`config.mk`:
```
export PLATFORM = sky130hd
export DESIGN_NAME = heater_ramp_hysteresis_controller
export DESIGN_NICKNAME = d
export VERILOG_FILES = /design/src/rtl/hrhc_pkg.sv /design/src/rtl/hrhc_cfg.sv /design/src/rtl/hrhc_ctrl.sv /design/src/rtl/heater_ramp_hysteresis_controller.sv
export SDC_FILE = /design/constraint.sdc
export NUM_CORES = 1
export LEC_CHECK = 0
export ABC_AREA = 1
export CORE_ASPECT_RATIO = 1.1
export CORE_UTILIZATION = 50
export DETAILED_ROUTE_END_ITERATION = 10
export DONT_BUFFER_PORTS = 1
export PLACE_DENSITY = 0.63
export SETUP_SLACK_MARGIN = 0.15
export SLEW_MARGIN = 20
export SYNTH_ARGS = -nofsm -noshare
export SYNTH_HDL_FRONTEND = slang
export SYNTH_SLANG_ARGS = --single-unit
```
`constraint.sdc`:
```
create_clock -name clk -period 3.8 [get_ports clk]
set_input_delay 0 -clock clk [delete_from_list [all_inputs] [get_ports clk]]
set_output_delay 0 -clock clk [all_outputs]
set_load 0.01 [all_outputs]
```
`src/rtl/hrhc_pkg.sv`:
```
// Shared types and constants for the heater ramp controller.
// Holds field widths, register indexes, reset values, mode codes and structs.
// No dependencies.
package hrhc_pkg;

  // Field widths fixed by the stream and register layouts.
  localparam int TEMP_W     = 13;
  localparam int DUTY_W     = 10;
  localparam int TARGET_W   = 5;
  localparam int BAND_W     = 4;
  localparam int STEP_W     = 3;
  localparam int MODE_W     = 2;
  localparam int THR_W      = 14;
  localparam int PROD_W     = 11;
  localparam int CFG_IDX_W  = 8;
  localparam int CFG_DATA_W = 8;

  // Register indexes on the configuration channel.
  localparam logic [CFG_IDX_W-1:0] REG_TARGET = 8'd0;
  localparam logic [CFG_IDX_W-1:0] REG_BAND   = 8'd1;

  // Reset values.
  localparam logic [TARGET_W-1:0] TARGET_RST = 5'd25;
  localparam logic [BAND_W-1:0]   BAND_RST   = 4'd2;
  localparam logic [STEP_W-1:0]   FALL_RST   = 3'd4;

  // Largest duty the output can carry.
  localparam logic [DUTY_W-1:0]   DUTY_SAT   = 10'd1023;

  // Mode codes as seen on the result stream.
  localparam logic [MODE_W-1:0] CODE_IDLE = 2'd0;
  localparam logic [MODE_W-1:0] CODE_RISE = 2'd1;
  localparam logic [MODE_W-1:0] CODE_HOLD = 2'd2;
  localparam logic [MODE_W-1:0] CODE_FALL = 2'd3;

  typedef enum logic [3:0] {
    MODE_IDLE = 4'b0001,
    MODE_RISE = 4'b0010,
    MODE_HOLD = 4'b0100,
    MODE_FALL = 4'b1000
  } mode_t;

  // Switching thresholds in sample units.
  typedef struct packed {
    logic signed [THR_W-1:0] on_th;
    logic signed [THR_W-1:0] off_th;
  } thresh_t;

  // One result beat before packing.
  typedef struct packed {
    logic [DUTY_W-1:0] duty;
    logic              heat;
    logic [MODE_W-1:0] mode;
  } result_t;

  // Map a one-hot state onto its output code.
  function automatic logic [MODE_W-1:0] mode_code(input mode_t m);
    logic [MODE_W-1:0] c;
    unique case (m)
      MODE_IDLE: c = CODE_IDLE;
      MODE_RISE: c = CODE_RISE;
      MODE_HOLD: c = CODE_HOLD;
      MODE_FALL: c = CODE_FALL;
      default:   c = CODE_IDLE;
    endcase
    return c;
  endfunction

endpackage

```
`src/rtl/hrhc_cfg.sv`:
```
// Configuration registers of the heater ramp controller and threshold math.
// Depends on hrhc_pkg.
module hrhc_cfg
  import hrhc_pkg::*;
(
  input  logic                  clk,
  input  logic                  rst,
  input  logic                  cfg_valid,
  output logic                  cfg_ready,
  input  logic [CFG_IDX_W-1:0]  cfg_index,
  input  logic [CFG_DATA_W-1:0] cfg_data,
  output thresh_t               thr
);

  logic [TARGET_W-1:0] target_temp;
  logic [BAND_W-1:0]   band_width;
  logic signed [6:0]   diff;
  logic [6:0]          sum;

  // Writes are always taken; unknown indexes are dropped.
  assign cfg_ready = 1'b1;

  always_ff @(posedge clk) begin
    if (rst) begin
      target_temp <= TARGET_RST;
      band_width  <= BAND_RST;
    end else if (cfg_valid) begin
      unique case (cfg_index)
        REG_TARGET: target_temp <= cfg_data[TARGET_W-1:0];
        REG_BAND:   band_width  <= cfg_data[BAND_W-1:0];
        default: ;
      endcase
    end
  end

  // Thresholds are (target -/+ band) scaled by 16 to sample units.
  always_comb begin
    diff       = $signed({2'b00, target_temp}) - $signed({3'b000, band_width});
    sum        = {2'b00, target_temp} + {3'b000, band_width};
    thr.on_th  = $signed({{3{diff[6]}}, diff, 4'b0000});
    thr.off_th = $signed({3'b000, sum, 4'b0000});
  end

endmodule

```
`src/rtl/hrhc_ctrl.sv`:
```
// Mode sequencer of the heater ramp controller: state registers and step logic.
// Depends on hrhc_pkg; thresholds come from hrhc_cfg.
module hrhc_ctrl
  import hrhc_pkg::*;
#(
  parameter int RAMP_STEPS = 4,
  parameter int DUTY_STEP  = 128
) (
  input  logic                     clk,
  input  logic                     rst,
  input  logic                     adv,
  input  logic signed [TEMP_W-1:0] sample,
  input  thresh_t                  thr,
  output result_t                  res
);

  localparam logic [STEP_W-1:0] RAMP = STEP_W'(RAMP_STEPS);
  localparam logic [PROD_W-1:0] STEP = PROD_W'(DUTY_STEP);

  mode_t             mode, mode_next;
  logic [STEP_W-1:0] rise_step, rise_step_next;
  logic [STEP_W-1:0] fall_step, fall_step_next;
  logic [DUTY_W-1:0] duty, duty_next;
  logic              heat, heat_next;
  logic signed [THR_W-1:0] t;
  logic              below_on, below_off, above_off;
  logic [STEP_W-1:0] rise_inc;
  logic [STEP_W-1:0] fall_dec;

  // Level times step size, clipped to the output range.
  function automatic logic [DUTY_W-1:0] duty_of(input logic [STEP_W-1:0] level);
    logic [PROD_W-1:0] p;
    p = PROD_W'(level) * STEP;
    return (p > PROD_W'(DUTY_SAT)) ? DUTY_SAT : p[DUTY_W-1:0];
  endfunction

  // Step logic for one sample.
  always_comb begin
    t         = $signed({sample[TEMP_W-1], sample});
    below_on  = t < thr.on_th;
    below_off = t < thr.off_th;
    above_off = t > thr.off_th;
    rise_inc  = rise_step + 3'd1;
    // The full-scale level drops by two at once, others by one, never below zero.
    if (fall_step == RAMP) begin
      fall_dec = (fall_step > 3'd1) ? fall_step - 3'd2 : 3'd0;
    end else begin
      fall_dec = (fall_step != 3'd0) ? fall_step - 3'd1 : 3'd0;
    end

    mode_next      = mode;
    rise_step_next = rise_step;
    fall_step_next = fall_step;
    duty_next      = duty;
    heat_next      = heat;

    unique case (mode)
      MODE_IDLE: begin
        if (below_on) begin
          heat_next      = 1'b1;
          mode_next      = MODE_RISE;
          rise_step_next = 3'd1;
          duty_next      = duty_of(3'd1);
        end
      end
      MODE_RISE: begin
        if (below_on) begin
          if (rise_step < RAMP) begin
            rise_step_next = rise_inc;
            duty_next      = duty_of(rise_inc);
          end else begin
            mode_next = MODE_HOLD;
          end
        end else if (below_off) begin
          mode_next = MODE_HOLD;
        end else if (above_off) begin
          fall_step_next = RAMP;
          mode_next      = MODE_FALL;
        end
      end
      MODE_HOLD: begin
        if (above_off) begin
          fall_step_next = RAMP;
          mode_next      = MODE_FALL;
        end
      end
      MODE_FALL: begin
        fall_step_next = fall_dec;
        if (fall_dec == 3'd0) begin
          heat_next      = 1'b0;
          duty_next      = '0;
          mode_next      = MODE_IDLE;
          rise_step_next = 3'd0;
        end else begin
          duty_next = duty_of(fall_step);
        end
      end
      default: begin
        mode_next = MODE_IDLE;
      end
    endcase
  end

  // State advances once per sample that moves into the result register.
  always_ff @(posedge clk) begin
    if (rst) begin
      mode      <= MODE_IDLE;
      rise_step <= '0;
      fall_step <= FALL_RST;
      duty      <= '0;
      heat      <= 1'b0;
    end else if (adv) begin
      mode      <= mode_next;
      rise_step <= rise_step_next;
      fall_step <= fall_step_next;
      duty      <= duty_next;
      heat      <= heat_next;
    end
  end

  assign res.duty = duty_next;
  assign res.heat = heat_next;
  assign res.mode = mode_code(mode_next);

`ifndef ASSERT_OFF
  // Outside a heating sequence the duty is zero and the block is idle.
  a_off_idle: assert property (@(posedge clk) disable iff (rst)
    !heat |-> (duty == '0) && (mode == MODE_IDLE))
    else $error("heater off but duty or mode not cleared");

  // Idle always carries the heater flag low.
  a_idle_off: assert property (@(posedge clk) disable iff (rst)
    (mode == MODE_IDLE) |-> !heat)
    else $error("idle with heater flag set");

  // Ramp up keeps its level within one to the ramp length.
  a_rise_range: assert property (@(posedge clk) disable iff (rst)
    (mode == MODE_RISE) |-> (rise_step != 3'd0) && (rise_step <= RAMP))
    else $error("ramp-up level out of range");

  // Ramp down never sits at level zero.
  a_fall_live: assert property (@(posedge clk) disable iff (rst)
    (mode == MODE_FALL) |-> (fall_step != 3'd0))
    else $error("ramp-down reached level zero without leaving");

  // Without a sample moving on, the sequencer holds.
  a_hold: assert property (@(posedge clk) disable iff (rst)
    !adv |=> $stable(mode) && $stable(duty) && $stable(heat))
    else $error("state changed without a sample");
`endif

endmodule

```
`src/rtl/heater_ramp_hysteresis_controller.sv`:
```
// Top level of the heater ramp controller with hysteresis thresholds.
// Depends on hrhc_pkg, hrhc_cfg and hrhc_ctrl.
//
//   channel   direction  beat carries
//   s_*       in         temperature sample, 1/16 degree C
//   m_*       out        duty, heater flag, mode after the sample
//   cfg_*     in         register index and write data
//
// An accepted sample passes the input register and then the result register on its way
// to its result beat; one sample per cycle is sustained while the result side does not stall.
// An input register and a result register part the two streams.
// Reset (rst, synchronous) clears the mode to idle and loads default settings.
// A stalled result holds the sequencer; the input register fills and then stalls.
module heater_ramp_hysteresis_controller
  import hrhc_pkg::*;
#(
  parameter int RAMP_STEPS = 4,
  parameter int DUTY_STEP  = 128
) (
  input  logic                  clk,
  input  logic                  rst,
  input  logic                  s_tvalid,
  output logic                  s_tready,
  input  logic [15:0]           s_tdata,   // temp_sample[12:0], zero pad
  output logic                  m_tvalid,
  input  logic                  m_tready,
  output logic [15:0]           m_tdata,   // duty_value[9:0], heater_flag, mode_now[1:0]
  input  logic                  cfg_valid,
  output logic                  cfg_ready,
  input  logic [CFG_IDX_W-1:0]  cfg_index,
  input  logic [CFG_DATA_W-1:0] cfg_data
);

  logic                     in_valid;
  logic signed [TEMP_W-1:0] in_sample;
  logic                     out_valid;
  result_t                  out_res;
  logic                     adv;
  thresh_t                  thr;
  result_t                  res;

  hrhc_cfg u_cfg (
    .clk       (clk),
    .rst       (rst),
    .cfg_valid (cfg_valid),
    .cfg_ready (cfg_ready),
    .cfg_index (cfg_index),
    .cfg_data  (cfg_data),
    .thr       (thr)
  );

  hrhc_ctrl #(
    .RAMP_STEPS (RAMP_STEPS),
    .DUTY_STEP  (DUTY_STEP)
  ) u_ctrl (
    .clk    (clk),
    .rst    (rst),
    .adv    (adv),
    .sample (in_sample),
    .thr    (thr),
    .res    (res)
  );

  // A sample moves on when the result register is empty or being drained.
  assign adv      = in_valid && (!out_valid || m_tready);
  assign s_tready = !in_valid || adv;

  // Input register.
  always_ff @(posedge clk) begin
    if (rst) begin
      in_valid <= 1'b0;
    end else if (s_tready) begin
      in_valid <= s_tvalid;
    end
  end

  always_ff @(posedge clk) begin
    if (s_tready && s_tvalid) begin
      in_sample <= $signed(s_tdata[TEMP_W-1:0]);
    end
  end

  // Result register.
  always_ff @(posedge clk) begin
    if (rst) begin
      out_valid <= 1'b0;
    end else if (adv) begin
      out_valid <= 1'b1;
    end else if (m_tready) begin
      out_valid <= 1'b0;
    end
  end

  always_ff @(posedge clk) begin
    if (adv) begin
      out_res <= res;
    end
  end

  assign m_tvalid = out_valid;
  assign m_tdata  = {3'b000, out_res.mode, out_res.heat, out_res.duty};

endmodule

```
==> results.txt, run 1 <==
Pwr dens - 361 nW/µm²
CTS Buf Count - 9
Nets - 509
Final min period - 3.18 ns
Hold path start - cfg_index[0]
Worst path depth - 16
Detail Route Antenna Nets - 0
# fillers - 629
IO buf count - 0
Worst setup path start - u_cfg.band_width[1]
Fraction of registers with async set/reset - 0%
DRT iter0 DRCs - 80
DIE AREA - 7030 µm²
Netlist Area Pre-Place - 3350 µm²
Pins Over Slew Limit - 0
Power share of the clock group - 38.0%
Outcome - completed
Gate power share - 11.6%
Final hold vios - 0
WP data arrival - 3.26 ns
Seq cells post-synth - 58
# Max-Cap Violations - 0
Worst reg2reg path depth - 16
Period utilization - 83.6%
Vias in the first global route - 2516
Flop pwr share - 50.4%
Worst Skew - 0.0129 ns
Delay-heaviest family, CP - simple AND/OR/NAND/NOR gates
Slew margin rel. - 57.0%
Resize count post-CTS - 0
Critical path's largest stage delay - 0.41 ns
Layout cells sized above 1 - 9.82%
Startpoint types - register
P_leak - 1.81 nW
Total congestion overflow - 0
Cell variety after synth - 36
Antenna violations before repair - 0
CORE AREA - 6310 µm²
Wire length per cell - 12.2 µm
Reg2reg end - m_tdata[11]
Register area - 1420 µm²
Worst-Margin Slew - 0.645 ns
Worst Path Max Fanout - 7
Worst hold-check path type - primary input to register
Num Clock Sinks - 58
Worst path cell trace - inv_1 -> ha_1 -> a21oi_1 -> o21bai_1 -> nand2_1 -> nand3_1 -> ha_1 -> nand2_2 -> inv_1 -> a21oi_2 -> nand4_1 -> nand2_2 -> o21ai_0 -> nand3_1 -> nand2_1 -> or2_1
WHS - 0.0202 ns
Starting Density - 53.1%
TritonRoute pass-1 iters - 4
Die width - 80.0 µm
Register area share after synthesis - 42.5%
DRC viols - 0
Top_reg_cell synth - dfxtp_1
Post-CTS Setup Bufs - 0
HPWL Detailed - 4720 µm
Crit end category - register
Maximum clock frequency - 0.315 GHz
Synth warn - 0
All-Layer GR Usage - 20.2%
Clk buf depth - 2
Syn_area_per_cell - 8.10 µm²
Worst path bufs/invs - 2
Largest net degree at the start of global routing - 21
Switching part of the total - 26.9%
Vias per cell - 4.95
CTS tree - built
Internal - 1.01 mW
Setup Viol. Count Final - 0
Maximum vdd drop - 326 µV
Multi-input gate area - 1600 µm²
FP Rows - 30
Syn Inst Count - 413
H-tree lvl count - 3
Clock transition at path regs - 0.07 ns
Reg-to-Reg Start - u_cfg.band_width[1]
Worst skew pair latency - 0.33 ns
I/O pins - 56
EDFF count, synth - 26
RePlAce Congestion - 0.864
CTS Hold Bufs - 24
Syn-to-layout area delta - 14.9%
Critical Path End - m_tdata[11]
Critical Path RT - 3.88 ns
R2R setup slack - 0.62 ns
Net Switching - 374 µW
CP max-delay cell - ha_1
RSZ-0062 raised after global routing - no
Root Buffer - clkbuf_8
Critical path class - register to register
Routed wire length - 6430 µm
Diodes inserted - 0
Die Ht - 87.8 µm
First-pass GRT wire length - 10900 µm
TNS Setup - 0 ns
Via count - 2615
flip-flops by register name (all words and copies together) (netlist names):
| register | flops |
|---|---|
| in_sample | 13 |
| m_tdata | 13 |
| u_ctrl.duty | 10 |
| u_cfg.target_temp | 5 |
| u_cfg.band_width | 4 |
| u_ctrl.mode | 4 |
| u_ctrl.fall_step | 3 |
| u_ctrl.rise_step | 3 |
| in_valid | 1 |
| m_tvalid | 1 |
| u_ctrl.heat | 1 |
cell usage in the layout (no fill, tap or decap), types with 4 or more instances in the layout:
master,instances
nand2_1,81
inv_1,71
nor2_1,41
dfxtp_1,32
nand3_1,31
ha_1,27
edfxtp_1,26
dlygate4sd3_1,24
a21oi_1,20
o21ai_0,17
clkbuf_8,9
nand3_2,7
nand4_1,6
o211ai_1,6
nor2_2,5
xor2_1,5
inv_2,4
conb_1,4
synth_stat cells (2+ instances only):
cell type  number  share of area, %
buf_4           4              0.90
a21oi_1        20               3.0
ha_1           27                10
nor3_1          2              0.30
xor2_1          5               1.3
nand2_2         3              0.56
conb_1          2              0.22
inv_1          71               8.0
dfxtp_1        32                19
nand4_1         6               1.1
inv_2           4              0.45
edfxtp_1       26                23
nor2_1         41               4.6
clkbuf_1        3              0.34
nor2_2          5              0.93
o21bai_1        2              0.45
o211ai_1        6               1.3
o21ai_0        17               2.5
nand3_2         7               2.1
nand2_1        81               9.1
fa_1            2               1.2
nand2_4         3               1.0
nand3_1        31               4.6
through the flow:
step	power, mW	cell area, µm²	util, %	instances	setup WS [ns]
2_1_floorplan	0.828	3350	-	415	0.979
6_report	1.39	3840	61.0	528	0.622
3_3_place_gp	0.851	3420	54.2	488	0.662
5_1_grt	1.46	3840	61.0	528	0.342
4_1_cts	1.40	3840	61.0	528	0.629
3_5_place_dp	0.854	3420	54.2	488	0.638
per-layer routing:
| layer | vias up | global-route usage, % | part of all wire (%) |
|---|---|---|---|
| met5 | - | 0 | 0 |
| met3 | 9 | 5.42 | 4.9 |
| li1 | 1380 | - | - |
| met1 | 1171 | 24.9 | 48 |
| met2 | 55 | 34.8 | 46 |
| met4 | 0 | 5.84 | 1.2 |
worst min-delay path, delay by kind of cell:
family             cells  cell delay, ns
and+or+nand+nor        2            0.22
AOI/OAI and AO/OA      1            0.09
how the worst min path moves through the flow:
stage / cells after the start / end / slack [ns]
after floorplan: 0 / in_sample[0] / 0.1
after global placement: 1 / m_tvalid / 0.07
after detailed placement: 1 / u_ctrl.fall_step[0] / 0.07
after CTS: 3 / u_cfg.band_width[0] / 0.009
after global routing: 3 / u_cfg.band_width[0] / 0.05
final: 3 / u_cfg.band_width[0] / 0.02
cell families after synthesis:
kind of cell / after synthesis / synth area share, %
other: 2 / 0.224
buffers and inverters: 84 / 10.1
AO/OA/AOI/OAI: 49 / 8.19
flip-flops: 58 / 42.5
XOR/XNOR: 6 / 1.57
adder cells (fa/ha/maj): 29 / 11.3
AND/OR/NAND/NOR: 185 / 26.2
area by class of cell:
class                      instances  area share, %
inverter                          76           7.55
clock inverter                     6           1.04
sequential                        58           37.0
multi-input combinational        273           41.5
tap                               80           2.60
timing repair buffer              25           6.44
clock buffer                      10           3.87
power groups by stage:
stage	logic [mW]	clock network [mW]	registers [mW]
global placement	0.137	0	0.714
detailed placement	0.139	0	0.714
floorplan	0.118	0	0.710
finish	0.160	0.528	0.700
global route	0.184	0.569	0.703
CTS	0.161	0.541	0.700
(Power assumes the default switching activity.)
==> run 2: changes to the inputs <==
- clock period: 3.8 -> 3.25 ns (I/O delays scaled with it)
==> run 2 against run 1 <==
Effect of this change:
- die area stayed put
- total power is 16% higher
- sequential share of layout area is 1.4 points lower
- clock power is 9.8% higher
- critical path depth stayed put
- core utilization is 2.6 points higher
- design area is 4.3% higher
- sequential power is 17% higher
- combinational power is 30% higher
- hold slack worse by 0.0046 ns
- clock-buffer cell count is 1 lower
- maximum frequency is 4.0% higher
- largest power group unchanged
==> results.txt, run 2 (synthesis gave the netlist of run 1 again) <==
Crit path top cell by count - nand2_1
P_leak - 1.86 nW (was 1.81 nW)
WHS - 0.0155 ns (was 0.0202 ns)
Placed instance area - 3420 µm² (unchanged)
Total congestion overflow - 0 (unchanged)
RSZ-0062 raised after global routing - yes (was no)
Pins Over Slew Limit - 0 (unchanged)
RePlAce Congestion - 0.905 (was 0.864)
DRT iter0 DRCs - 65 (was 80)
Worst reg2reg path depth - 16 (unchanged)
CP max-delay cell - fa_2 (was ha_1)
Worst path bufs/invs - 2 (unchanged)
Worst hold-check path type - primary input to register (unchanged)
I/O pins - 56 (unchanged)
TritonRoute pass-1 iters - 4 (unchanged)
Die Ht - 87.8 µm (unchanged)
Worst path cell trace - ha_2 -> fa_2 -> a21oi_2 -> o21ai_0 -> xor2_1 -> ha_1 -> nand2_1 -> inv_1 -> nand3_1 -> nor3_2 -> inv_2 -> o21ai_1 -> nand2_1 -> nand3_1 -> nand2_1 -> or2_1 (was inv_1 -> ha_1 -> a21oi_1 -> o21bai_1 -> nand2_1 -> nand3_1 -> ha_1 -> nand2_2 -> inv_1 -> a21oi_2 -> nand4_1 -> nand2_2 -> o21ai_0 -> nand3_1 -> nand2_1 -> or2_1)
Worst path depth - 16 (unchanged)
Worst skew pair latency - 0.34 ns (was 0.33 ns)
All-Layer GR Usage - 21.8% (was 20.2%)
CTS tree - built (unchanged)
Total power draw - 1.61 mW (was 1.39 mW)
H-tree lvl count - 3 (unchanged)
Final core occ - 63.6% (was 61.0%)
HPWL Detailed - 4850 µm (was 4720 µm)
Delay-heaviest family, CP - adder cells (was simple AND/OR/NAND/NOR gates)
Final min period - 3.06 ns (was 3.18 ns)
Worst-Margin Slew - 0.681 ns (was 0.645 ns)
CORE AREA - 6310 µm² (unchanged)
Commonest non-fill, non-tap cell in the layout - nand2_1 (unchanged)
Worst Skew - 0.00879 ns (was 0.0129 ns)
CTS Buf Count - 9 (unchanged)
Clock transition at path regs - 0.06 ns (was 0.07 ns)
Nets - 517 (was 509)
Die width - 80.0 µm (unchanged)
First-pass GRT wire length - 11500 µm (was 10900 µm)
TNS Setup - 0 ns (unchanged)
Vias per cell - 5.03 (was 4.95)
Maximum vdd drop - 289 µV (was 326 µV)
Clk buf depth - 2 (unchanged)
Wire length per cell - 13.0 µm (was 12.2 µm)
Routed wire length - 6980 µm (was 6430 µm)
Most frequent cells in the layout - 75 x nand2_1, 67 x inv_1, 40 x nor2_1, 28 x nand3_1, 28 x dfxtp_1 (was 81 x nand2_1, 71 x inv_1, 41 x nor2_1, 32 x dfxtp_1, 31 x nand3_1)
Critical path's largest stage delay - 0.37 ns (was 0.41 ns)
Slew margin rel. - 54.5% (was 57.0%)
DIE AREA - 7030 µm² (unchanged)
Root Buffer - clkbuf_8 (unchanged)
Num Clock Sinks - 58 (unchanged)
Starting Density - 53.1% (unchanged)
WP data arrival - 3.15 ns (was 3.26 ns)
Hold depth - 3 (unchanged)
Crit end category - register (unchanged)
IO buf count - 0 (unchanged)
Syn-to-layout area delta - 19.9% (was 14.9%)
Startpoint types - register (unchanged)
Vias in the first global route - 2659 (was 2516)
Antenna violations before repair - 0 (unchanged)
Largest net degree at the start of global routing - 21 (unchanged)
Outcome - completed (unchanged)
Critical Path RT - 3.34 ns (was 3.88 ns)
Detail Route Antenna Nets - 0 (unchanged)
Final hold vios - 0 (unchanged)
FP Rows - 30 (unchanged)
DRC viols - 0 (unchanged)
Setup Viol. Count Final - 0 (unchanged)
Pwr dens - 401 nW/µm² (was 361 nW/µm²)
Worst Path Max Fanout - 4 (was 7)
# Max-Cap Violations - 0 (unchanged)
Layout cells sized above 1 - 17.8% (was 9.82%)
Critical path class - register to register (unchanged)
R2R setup slack - 0.19 ns (was 0.62 ns)
Period utilization - 94.0% (was 83.6%)
Design area - 4010 µm² (was 3840 µm²)
Via count - 2694 (was 2615)
Diodes inserted - 0 (unchanged)
Maximum clock frequency - 0.327 GHz (was 0.315 GHz)
==> run 2: area by class of cell <==
cell class | count | area (µm²)
repair buffers | 33 | 317
clock buffers | 9 | 124
clock inverters | 7 | 45.0
well taps | 80 | 100
fillers | 589 | 2290
multi-input cells | 273 | 1710
inverters | 76 | 293
flip-flops and latches | 58 | 1430
==> run 2: path summary, 6_finish.rpt <==
kind,endpoint,start
worst max-delay path,m_tdata[11],u_cfg.band_width[0]
worst max register to register,m_tdata[11],u_cfg.band_width[0]
worst min-delay path,u_cfg.band_width[2],cfg_index[2]
worst min register to register,u_ctrl.duty[1],u_ctrl.duty[1]
==> run 2: power breakdown <==
part / internal (mW) / switching, mW
Combinational: 0.0788 / 0.129
Sequential: 0.796 / 0.0237
Clock: 0.274 / 0.306
Total: 1.15 / 0.458
==> run 2: what timing repair did <==
| action | CTS | global route |
|---|---|---|
| setup buffers | 1 | 5 |
| pin swaps | 1 | 12 |
| gates resized for setup | 4 | 36 |
| hold endpoints to repair | 34 | 0 |
| setup endpoints to repair | 1 | 33 |
| hold buffers | 26 | 0 |
==> run 2: per-layer routing <==
metal	wire [µm]	global-route usage [%]	share of wire, %
met4	102	8.77	1.5
met5	0	0	0
met3	370	6.35	5.3
met2	3440	36.8	49
met1	3070	26.1	44
==> run 2: worst reg2reg max path, stage by stage (launching register included) <==
cell     delay [ns]
dfxtp_2        0.35
ha_2           0.21
fa_2           0.37
a21oi_2        0.16
o21ai_0        0.10
xor2_1         0.16
ha_1           0.30
nand2_1        0.07
inv_1          0.07
nand3_1        0.10
nor3_2         0.27
inv_2          0.08
o21ai_1        0.14
nand2_1        0.07
nand3_1        0.08
nand2_1        0.07
or2_1          0.21
==> run 2: metrics by stage <==
| stage | instances | worst slack [ns] |
|---|---|---|
| after floorplan | 415 | 0.429 |
| after global placement | 488 | 0.162 |
| after detailed placement | 488 | 0.0647 |
| after CTS | 531 | 0.152 |
| after global routing | 536 | 0.0213 |
| final | 536 | 0.195 |
